`src/snv_pkg.sv`:
```
// ----------------------------------------------------------------------------
// snv_pkg
// shared constants and edge functions for the surface nets cell vertex block
// ----------------------------------------------------------------------------
package snv_pkg;

    localparam int MAX_CELLS_PER_AXIS = 256;
    localparam int CFG_W   = 9;
    localparam int DIST_W  = 16;
    localparam int MAG_W   = 16;
    localparam int FRAC_W  = 13;
    localparam int SUM_W   = 17;
    localparam int CNT_W   = 24;
    localparam int COORD_W = 8;
    localparam int NUM_EDGES = 12;
    localparam logic [FRAC_W-1:0] ONE_Q12 = 13'd4096;

    // register indexes
    localparam logic [1:0] REG_CELLS_X = 2'd0;
    localparam logic [1:0] REG_CELLS_Y = 2'd1;
    localparam logic [1:0] REG_CELLS_Z = 2'd2;

    // corner at the low end of edge e
    function automatic logic [2:0] edge_a(input logic [3:0] e);
        case (e)
            4'd0:  edge_a = 3'd0;
            4'd1:  edge_a = 3'd2;
            4'd2:  edge_a = 3'd4;
            4'd3:  edge_a = 3'd6;
            4'd4:  edge_a = 3'd0;
            4'd5:  edge_a = 3'd1;
            4'd6:  edge_a = 3'd4;
            4'd7:  edge_a = 3'd5;
            4'd8:  edge_a = 3'd0;
            4'd9:  edge_a = 3'd1;
            4'd10: edge_a = 3'd2;
            4'd11: edge_a = 3'd3;
            default: edge_a = 3'd0;
        endcase
    endfunction

    // axis of edge e: 0 x, 1 y, 2 z
    function automatic logic [1:0] edge_axis(input logic [3:0] e);
        edge_axis = e[3] ? 2'd2 : (e[2] ? 2'd1 : 2'd0);
    endfunction

endpackage

```
`src/surface_nets_cell_vertex.sv`:
```
// ----------------------------------------------------------------------------
// surface_nets_cell_vertex
// naive surface nets vertex stage: one cell of corner distances in, one
// vertex record out, edge fractions and means from one shared divider
// ----------------------------------------------------------------------------
// channel   direction  handshake                 payload
// in        input      i_valid / o_ready         i_corner_0..7
// out       output     o_valid / i_ready         o_has_vertex .. o_last_cell
// cfg       input      i_cfg_valid / o_cfg_ready i_cfg_index, i_cfg_data
//
// each division runs 17 steps of a radix-2 restoring divider, the single
// divider. a crossing edge costs a setup step and a division, any other edge
// the setup step, each of the three means a setup step and a division, then
// the output write. a cell with all corners on one side goes straight from
// the first edge to the output write. the next cell can be taken the cycle
// after the output item leaves, never while a cell is in work. reset is
// synchronous, clears position and count and sets each cells register to 64.
// ----------------------------------------------------------------------------
module surface_nets_cell_vertex
    import snv_pkg::*;
#(
    parameter int P_MAX_CELLS = MAX_CELLS_PER_AXIS
) (
    input  logic                i_clk,
    input  logic                i_rst_n,
    input  logic                i_valid,
    output logic                o_ready,
    input  logic signed [15:0]  i_corner_0,
    input  logic signed [15:0]  i_corner_1,
    input  logic signed [15:0]  i_corner_2,
    input  logic signed [15:0]  i_corner_3,
    input  logic signed [15:0]  i_corner_4,
    input  logic signed [15:0]  i_corner_5,
    input  logic signed [15:0]  i_corner_6,
    input  logic signed [15:0]  i_corner_7,
    output logic                o_valid,
    input  logic                i_ready,
    output logic                o_has_vertex,
    output logic [23:0]         o_vertex_number,
    output logic [7:0]          o_cell_x,
    output logic [7:0]          o_cell_y,
    output logic [7:0]          o_cell_z,
    output logic [12:0]         o_offset_x,
    output logic [12:0]         o_offset_y,
    output logic [12:0]         o_offset_z,
    output logic                o_last_cell,
    input  logic                i_cfg_valid,
    output logic                o_cfg_ready,
    input  logic [1:0]          i_cfg_index,
    input  logic [8:0]          i_cfg_data
);

    localparam int POS_W = $clog2(P_MAX_CELLS);
    localparam int EFF_W = $clog2(P_MAX_CELLS + 1);
    localparam int QUO_W = 17;   // dividend width for both division kinds

    typedef enum logic [2:0] {
        S_IDLE, S_EDGE, S_DIV, S_MEAN, S_MDIV, S_OUT
    } t_state;

    t_state r_state;
    logic signed [DIST_W-1:0] r_val [8];
    logic [3:0]  r_edge;
    logic [1:0]  r_axis;
    logic [3:0]  r_ncross;
    logic [SUM_W-1:0] r_sum [3];
    logic [POS_W-1:0] r_pos_x, r_pos_y, r_pos_z;
    logic [CNT_W-1:0] r_vcount;
    logic [CFG_W-1:0] r_cells_x, r_cells_y, r_cells_z;

    // shared restoring divider
    logic [QUO_W-1:0] r_quo;     // dividend shifting out, quotient shifting in
    logic [QUO_W:0]   r_rem;
    logic [QUO_W:0]   r_den;
    logic [4:0]       r_step;

    logic r_ovalid, r_has, r_last;
    logic [CNT_W-1:0] r_num;
    logic [COORD_W-1:0] r_cx, r_cy, r_cz;
    logic [FRAC_W-1:0]  r_off [3];

    // corner signs
    logic [7:0] ins;
    always_comb begin
        for (int c = 0; c < 8; c++) ins[c] = r_val[c][DIST_W-1];
    end

    // current edge
    logic [2:0] ea, eb;
    logic [1:0] eax;
    logic [MAG_W:0] ma, mb;
    always_comb begin
        ea  = edge_a(r_edge);
        eax = edge_axis(r_edge);
        eb  = ea | (3'd1 << eax);
        ma  = r_val[ea][DIST_W-1] ? (MAG_W+1)'(-{r_val[ea][DIST_W-1], r_val[ea]})
                                  : (MAG_W+1)'({1'b0, r_val[ea]});
        mb  = r_val[eb][DIST_W-1] ? (MAG_W+1)'(-{r_val[eb][DIST_W-1], r_val[eb]})
                                  : (MAG_W+1)'({1'b0, r_val[eb]});
    end

    // divider step
    logic [QUO_W:0] trial;
    logic           fits;
    always_comb begin
        trial = {r_rem[QUO_W-1:0], r_quo[QUO_W-1]};
        fits  = trial >= r_den;
    end

    // effective counts and end flags
    function automatic logic [EFF_W-1:0] eff(input logic [CFG_W-1:0] v);
        if (v == '0) eff = EFF_W'(1);
        else if (32'(v) > P_MAX_CELLS) eff = EFF_W'(P_MAX_CELLS);
        else eff = EFF_W'(v);
    endfunction

    logic end_x, end_y, end_z, last;
    always_comb begin
        end_x = (32'(r_pos_x) + 1) >= 32'(eff(r_cells_x));
        end_y = (32'(r_pos_y) + 1) >= 32'(eff(r_cells_y));
        end_z = (32'(r_pos_z) + 1) >= 32'(eff(r_cells_z));
        last  = end_x && end_y && end_z;
    end

    logic mixed;
    assign mixed    = (ins != 8'h00) && (ins != 8'hff);
    assign o_ready  = (r_state == S_IDLE) && !r_ovalid;
    assign o_cfg_ready = 1'b1;

    // sequencer, divider and output register
    always_ff @(posedge i_clk) begin
        if (!i_rst_n) begin
            r_state   <= S_IDLE;
            r_ovalid  <= 1'b0;
            r_pos_x   <= '0;
            r_pos_y   <= '0;
            r_pos_z   <= '0;
            r_vcount  <= '0;
            r_cells_x <= CFG_W'(64);
            r_cells_y <= CFG_W'(64);
            r_cells_z <= CFG_W'(64);
        end else begin
            if (i_cfg_valid) begin
                case (i_cfg_index)
                    REG_CELLS_X: r_cells_x <= i_cfg_data;
                    REG_CELLS_Y: r_cells_y <= i_cfg_data;
                    REG_CELLS_Z: r_cells_z <= i_cfg_data;
                    default: ;
                endcase
            end
            if (r_ovalid && i_ready) r_ovalid <= 1'b0;
            case (r_state)
                S_IDLE: begin
                    if (i_valid && o_ready) begin
                        r_val[0] <= i_corner_0;
                        r_val[1] <= i_corner_1;
                        r_val[2] <= i_corner_2;
                        r_val[3] <= i_corner_3;
                        r_val[4] <= i_corner_4;
                        r_val[5] <= i_corner_5;
                        r_val[6] <= i_corner_6;
                        r_val[7] <= i_corner_7;
                        r_edge   <= '0;
                        r_ncross <= '0;
                        for (int k = 0; k < 3; k++) r_sum[k] <= '0;
                        r_state  <= S_EDGE;
                    end
                end
                S_EDGE: begin
                    if (!mixed) begin
                        r_state <= S_OUT;
                    end else if (ins[ea] != ins[eb]) begin
                        // fraction = ma*4096 / (ma+mb); the top bits of the
                        // dividend sit below the divisor and start as remainder
                        r_quo   <= QUO_W'({ma[4:0], 12'd0});
                        r_rem   <= (QUO_W+1)'(ma[MAG_W-1:5]);
                        r_den   <= (QUO_W+1)'(ma + mb);
                        r_step  <= '0;
                        r_state <= S_DIV;
                        // other axes take 4096 where corner a has the bit
                        for (int k = 0; k < 3; k++) begin
                            if (k != int'(eax) && ea[k])
                                r_sum[k] <= r_sum[k] + SUM_W'(ONE_Q12);
                        end
                        r_ncross <= r_ncross + 4'd1;
                    end else if (r_edge == 4'(NUM_EDGES-1)) begin
                        r_axis  <= '0;
                        r_state <= S_MEAN;
                    end else begin
                        r_edge <= r_edge + 4'd1;
                    end
                end
                S_DIV, S_MDIV: begin
                    r_rem  <= fits ? trial - r_den : trial;
                    r_quo  <= {r_quo[QUO_W-2:0], fits};
                    r_step <= r_step + 5'd1;
                    if (r_step == 5'(QUO_W-1)) begin
                        if (r_state == S_DIV) begin
                            r_sum[eax] <= r_sum[eax] + SUM_W'({r_quo[QUO_W-2:0], fits});
                            if (r_edge == 4'(NUM_EDGES-1)) begin
                                r_axis  <= '0;
                                r_state <= S_MEAN;
                            end else begin
                                r_edge  <= r_edge + 4'd1;
                                r_state <= S_EDGE;
                            end
                        end else begin
                            r_off[r_axis] <= FRAC_W'({r_quo[QUO_W-2:0], fits});
                            if (r_axis == 2'd2) r_state <= S_OUT;
                            else begin
                                r_axis  <= r_axis + 2'd1;
                                r_state <= S_MEAN;
                            end
                        end
                    end
                end
                S_MEAN: begin
                    r_quo   <= QUO_W'(r_sum[r_axis]);
                    r_rem   <= '0;
                    r_den   <= (QUO_W+1)'(r_ncross);
                    r_step  <= '0;
                    r_state <= S_MDIV;
                end
                S_OUT: begin
                    r_ovalid <= 1'b1;
                    r_has    <= mixed;
                    r_num    <= mixed ? r_vcount : '0;
                    if (!mixed) for (int k = 0; k < 3; k++) r_off[k] <= '0;
                    r_cx     <= COORD_W'(r_pos_x);
                    r_cy     <= COORD_W'(r_pos_y);
                    r_cz     <= COORD_W'(r_pos_z);
                    r_last   <= last;
                    if (last) begin
                        r_pos_x  <= '0;
                        r_pos_y  <= '0;
                        r_pos_z  <= '0;
                        r_vcount <= '0;
                    end else begin
                        if (mixed) r_vcount <= r_vcount + CNT_W'(1);
                        if (!end_x) r_pos_x <= r_pos_x + POS_W'(1);
                        else begin
                            r_pos_x <= '0;
                            if (!end_y) r_pos_y <= r_pos_y + POS_W'(1);
                            else begin
                                r_pos_y <= '0;
                                r_pos_z <= r_pos_z + POS_W'(1);
                            end
                        end
                    end
                    r_state <= S_IDLE;
                end
                default: r_state <= S_IDLE;
            endcase
        end
    end

    assign o_valid         = r_ovalid;
    assign o_has_vertex    = r_has;
    assign o_vertex_number = r_num;
    assign o_cell_x        = r_cx;
    assign o_cell_y        = r_cy;
    assign o_cell_z        = r_cz;
    assign o_offset_x      = r_off[0];
    assign o_offset_y      = r_off[1];
    assign o_offset_z      = r_off[2];
    assign o_last_cell     = r_last;

    // checks
    a_no_accept_busy: assert property (@(posedge i_clk) disable iff (!i_rst_n)
        (r_state != S_IDLE) |-> !o_ready) else $error("accept while busy");
    a_off_range: assert property (@(posedge i_clk) disable iff (!i_rst_n)
        r_ovalid |-> (r_off[0] <= ONE_Q12 && r_off[1] <= ONE_Q12 && r_off[2] <= ONE_Q12))
        else $error("offset above one");
    a_cross_cnt: assert property (@(posedge i_clk) disable iff (!i_rst_n)
        (r_state == S_MEAN) |-> (r_ncross != 4'd0 && r_ncross <= 4'd12))
        else $error("crossing count out of range");
    a_novtx_zero: assert property (@(posedge i_clk) disable iff (!i_rst_n)
        (r_ovalid && !r_has) |-> (r_num == '0)) else $error("number without vertex");

endmodule
```
`config.mk`:
```
export PLATFORM = sky130hd
export DESIGN_NAME = surface_nets_cell_vertex
export DESIGN_NICKNAME = d
export VERILOG_FILES = /design/src/snv_pkg.sv /design/src/surface_nets_cell_vertex.sv
export SDC_FILE = /design/constraint.sdc
export NUM_CORES = 1
export LEC_CHECK = 0
export BUFFER_PORTS_ARGS = -buffer_cell sky130_fd_sc_hd__buf_2
export CAP_MARGIN = 10
export CORE_AREA = 3 3 253 193
export DETAILED_ROUTE_END_ITERATION = 10
export DIE_AREA = 0 0 256 196
export GPL_TIMING_DRIVEN = 0
export PLACE_DENSITY_LB_ADDON = 0.25
export REMOVE_ABC_BUFFERS = 1
export SLEW_MARGIN = 20
export SYNTH_ARGS = -nofsm -noshare
export SYNTH_HDL_FRONTEND = slang
export SYNTH_SLANG_ARGS = --single-unit
export TNS_END_PERCENT = 10
```
`constraint.sdc`:
```
create_clock -name i_clk -period 9.1 [get_ports i_clk]
set_input_delay 2.73 -clock i_clk [delete_from_list [all_inputs] [get_ports i_clk]]
set_output_delay 2.73 -clock i_clk [all_outputs]
set_load 0.02 [all_outputs]
```
==> impl_metrics.ini <==
[yosys]
synthFlopType = edfxtp_1
synthCells = 2065
synth.most_common_cell = edfxtp_1
ys_warn_count = 0
synth_cell_types = 88
netlist_area_um2 = 23200
synth.largest_area_cell = edfxtp_1
synthTopCellsByArea = edfxtp_1 41%, dfxtp_1 11%, mux2i_1 5.5%, ha_1 5.1%, mux4_2 4.6%
synth_top_area_share_pct = 40.6
yosysSeqAreaShare_pct = 51.2
synth-async-reset-ratio_pct = 0
synth-seq-cells = 436
synth_edf_count = 313
avgSynthCellArea_um2 = 11.2
synth_common_cells = 313 x edfxtp_1, 248 x nor2_1, 133 x nand2_1

[pwr]
max-vdd-ir-drop_mv = 0.221
leakage_nw = 10.8
powerDensity_nw_per_um2 = 353

[final_layout]
fin_area_um2 = 26700
regArea_um2 = 11900
layout-drive-gt1-share_pct = 18.8
final_nets = 2531
area_delta_synth_final_pct = 15.1
fillers = 3832
multiInputGateArea_um2 = 10700

[grt]
gr-usage-met1_pct = 30.7
first_global_vias = 16800
track_usage_pct = 22.2
antenna_found_initial = 3
use_met3_pct = 4.56
grt.busiest_layer = met2
use_met2_pct = 35.4
grt_max_degree = 88
grt_pass1_wl_mm = 89.9
grt.overflow.total = 0

[timing]
rsz0062_at_grt = no
hold_viol = 0
setup_viol = 0
finClkSkew_ns = 0.0182
finalSetupTns_ns = 0
fin_crit_sh_pct = 68.1
fmax_mhz = 161
period_minus_slack_ns = 6.20
tightest_slew_ns = 1.07
final_max_slew_viol_count = 0
maxSlewHeadroom_pct = 28.7

[critical_path]
max_stage_delay_ns = 0.74
worstPathArrival_ns = 6.52
cp_top_family = compound AO/OA/AOI/OAI gates
crit_required_ns = 9.42
crit_fanout = 12
startpoint_type = flip-flop
path_class = reg -> reg
endpoint_kind = flip-flop
path_buf_inv = 4
path_cells = buf_16 > buf_8 > buf_8 > nor2b_2 > a22oi_2 > a221oi_1 > ha_1 > inv_1 > nor2_1 > nor2_1 > xnor2_1 > ha_1 > o21ai_0 > o21ai_0 > a31oi_1 > o41ai_1 > a41oi_1 > and3_1
critPathSlowestCell = a221oi_1

[detailed_routing]
dr.pass1.iters = 5
wirelength_mm = 56.4
drc_errors = 0
drt_iter0_drc = 1275
ant_nets = 0
wire_per_inst_um = 19.1
num_vias = 17100
via_per_inst = 5.77

[clocking]
cts.sinks = 436
cts.htree.levels = 2
cts_buffer_depth = 3
cts_tree = yes
clock_latency_ns = 0.58
post_cts.repair.setup_buffers = 0
ctsResizeCount = 0
holdBufCountCts = 0
clkTransAtPathRegs_ns = 0.07
cts-root-buf = clkbuf_16
cts_buffers = 44

[floorplanning]
start_util_pct = 50.1
ios = 236
die_x_um = 256
core_um2 = 46200
num_rows = 68
fp.dieH_um = 196
dieArea_um2 = 50200

[hold_path]
hp-class = reg -> reg

[place]
dp.final_hpwl_mm = 40.6
port_buffers = 234
place.gp.congestion = 0.866
dpl_cell_area_um2 = 25200

[run_status]
outcome = finished clean

[run]
max_cap_viol_count = 0
area by class of cell:
cell class	instances	area share (%)
inverters	90	1.29
clock buffers	62	4.80
repair buffers	254	5.63
flip-flops and latches	436	44.5
multi-input cells	1464	40.0
clock inverters	20	0.751
well taps	630	2.96
diodes	1	0.00939
state kept, by name, indices dropped and copies added (netlist names), 8 cells and up, named ones only:
register / flops
r_pos_y: 8
o_cell_z: 8
o_cell_y: 8
r_sum: 68
r_off: 39
r_pos_z: 8
r_den: 18
r_val: 128
r_pos_x: 8
o_vertex_number: 24
r_rem: 17
r_cells_z: 9
r_vcount: 24
r_cells_y: 9
r_quo: 17
o_cell_x: 8
r_cells_x: 9
metal layers:
metal  part of all wire (%)  routed length [um]  up-vias
li1                       -                   -     8087
met1                     45               25400     8333
met2                     46               25800      553
met3                    6.7                3790       92
met4                    2.5                1400        2
met5                  0.027                  15        -
path summary, 6_finish.rpt:
path / startpoint / to / slack, ns / depth (start not counted)
setup / recovery: r_edge[2] / r_den[15] / 2.90 / 18
hold / removal: r_off[2][9] / r_off[2][9] / 0.49 / 2
setup reg to reg: r_edge[2] / r_den[15] / 2.90 / 18
hold reg to reg: r_off[2][9] / r_off[2][9] / 0.49 / 2
through the flow:
step / total power [mW] / cells / hold slack [ns] / utilization, % / setup WS, ns
finish: 9.42 / 2957 / 0.491 / 57.7 / 2.90
global route: 10.1 / 2957 / 0.507 / 57.7 / 2.44
CTS: 9.42 / 2956 / 0.497 / 57.7 / 2.97
detailed placement: 7.54 / 2874 / 0.483 / 54.5 / 3.02
global placement: 7.34 / 2854 / 0.470 / 53.6 / 0.540
floorplan: 6.36 / 1990 / 0.449 / - / 3.08
worst min-delay path, stage by stage, from the launching register on:
cell and delay (ns):
dfxtp_1 0.32, mux2i_1 0.07, nor2_1 0.07
cell families after synthesis:
kind of cell	after synthesis	synth area share, %
other	2	0.0324
flip-flops	436	51.2
buffers and inverters	183	3.30
AND/OR/NAND/NOR	662	13.7
multiplexers	189	11.3
AO/OA/AOI/OAI	377	10.5
XOR/XNOR	119	4.53
adder cells (fa/ha/maj)	97	5.34
report_power, final:
| part | switching, mW | leakage, nW | internal, mW | total [mW] |
|---|---|---|---|---|
| sequential | 0.230 | 3.92 | 2.63 | 2.86 |
| clock | 0.782 | 0.729 | 1.07 | 1.86 |
| combinational | 2.74 | 6.20 | 1.96 | 4.70 |
| total | 3.76 | 10.8 | 5.66 | 9.42 |
layout by cell type (no fill, tap or decap), types with 48 or more instances in the layout:
cell type and n:
a21oi_1 104, dfxtp_1 120, nand2_1 133, ha_1 94, inv_1 82, xor2_1 53, nor2_1 245, edfxtp_1 313
mux2i_1 126, nor3_1 48, xnor2_1 65, o21ai_0 91, buf_2 234
No activity file was read; power rests on OpenSTA's default activity.
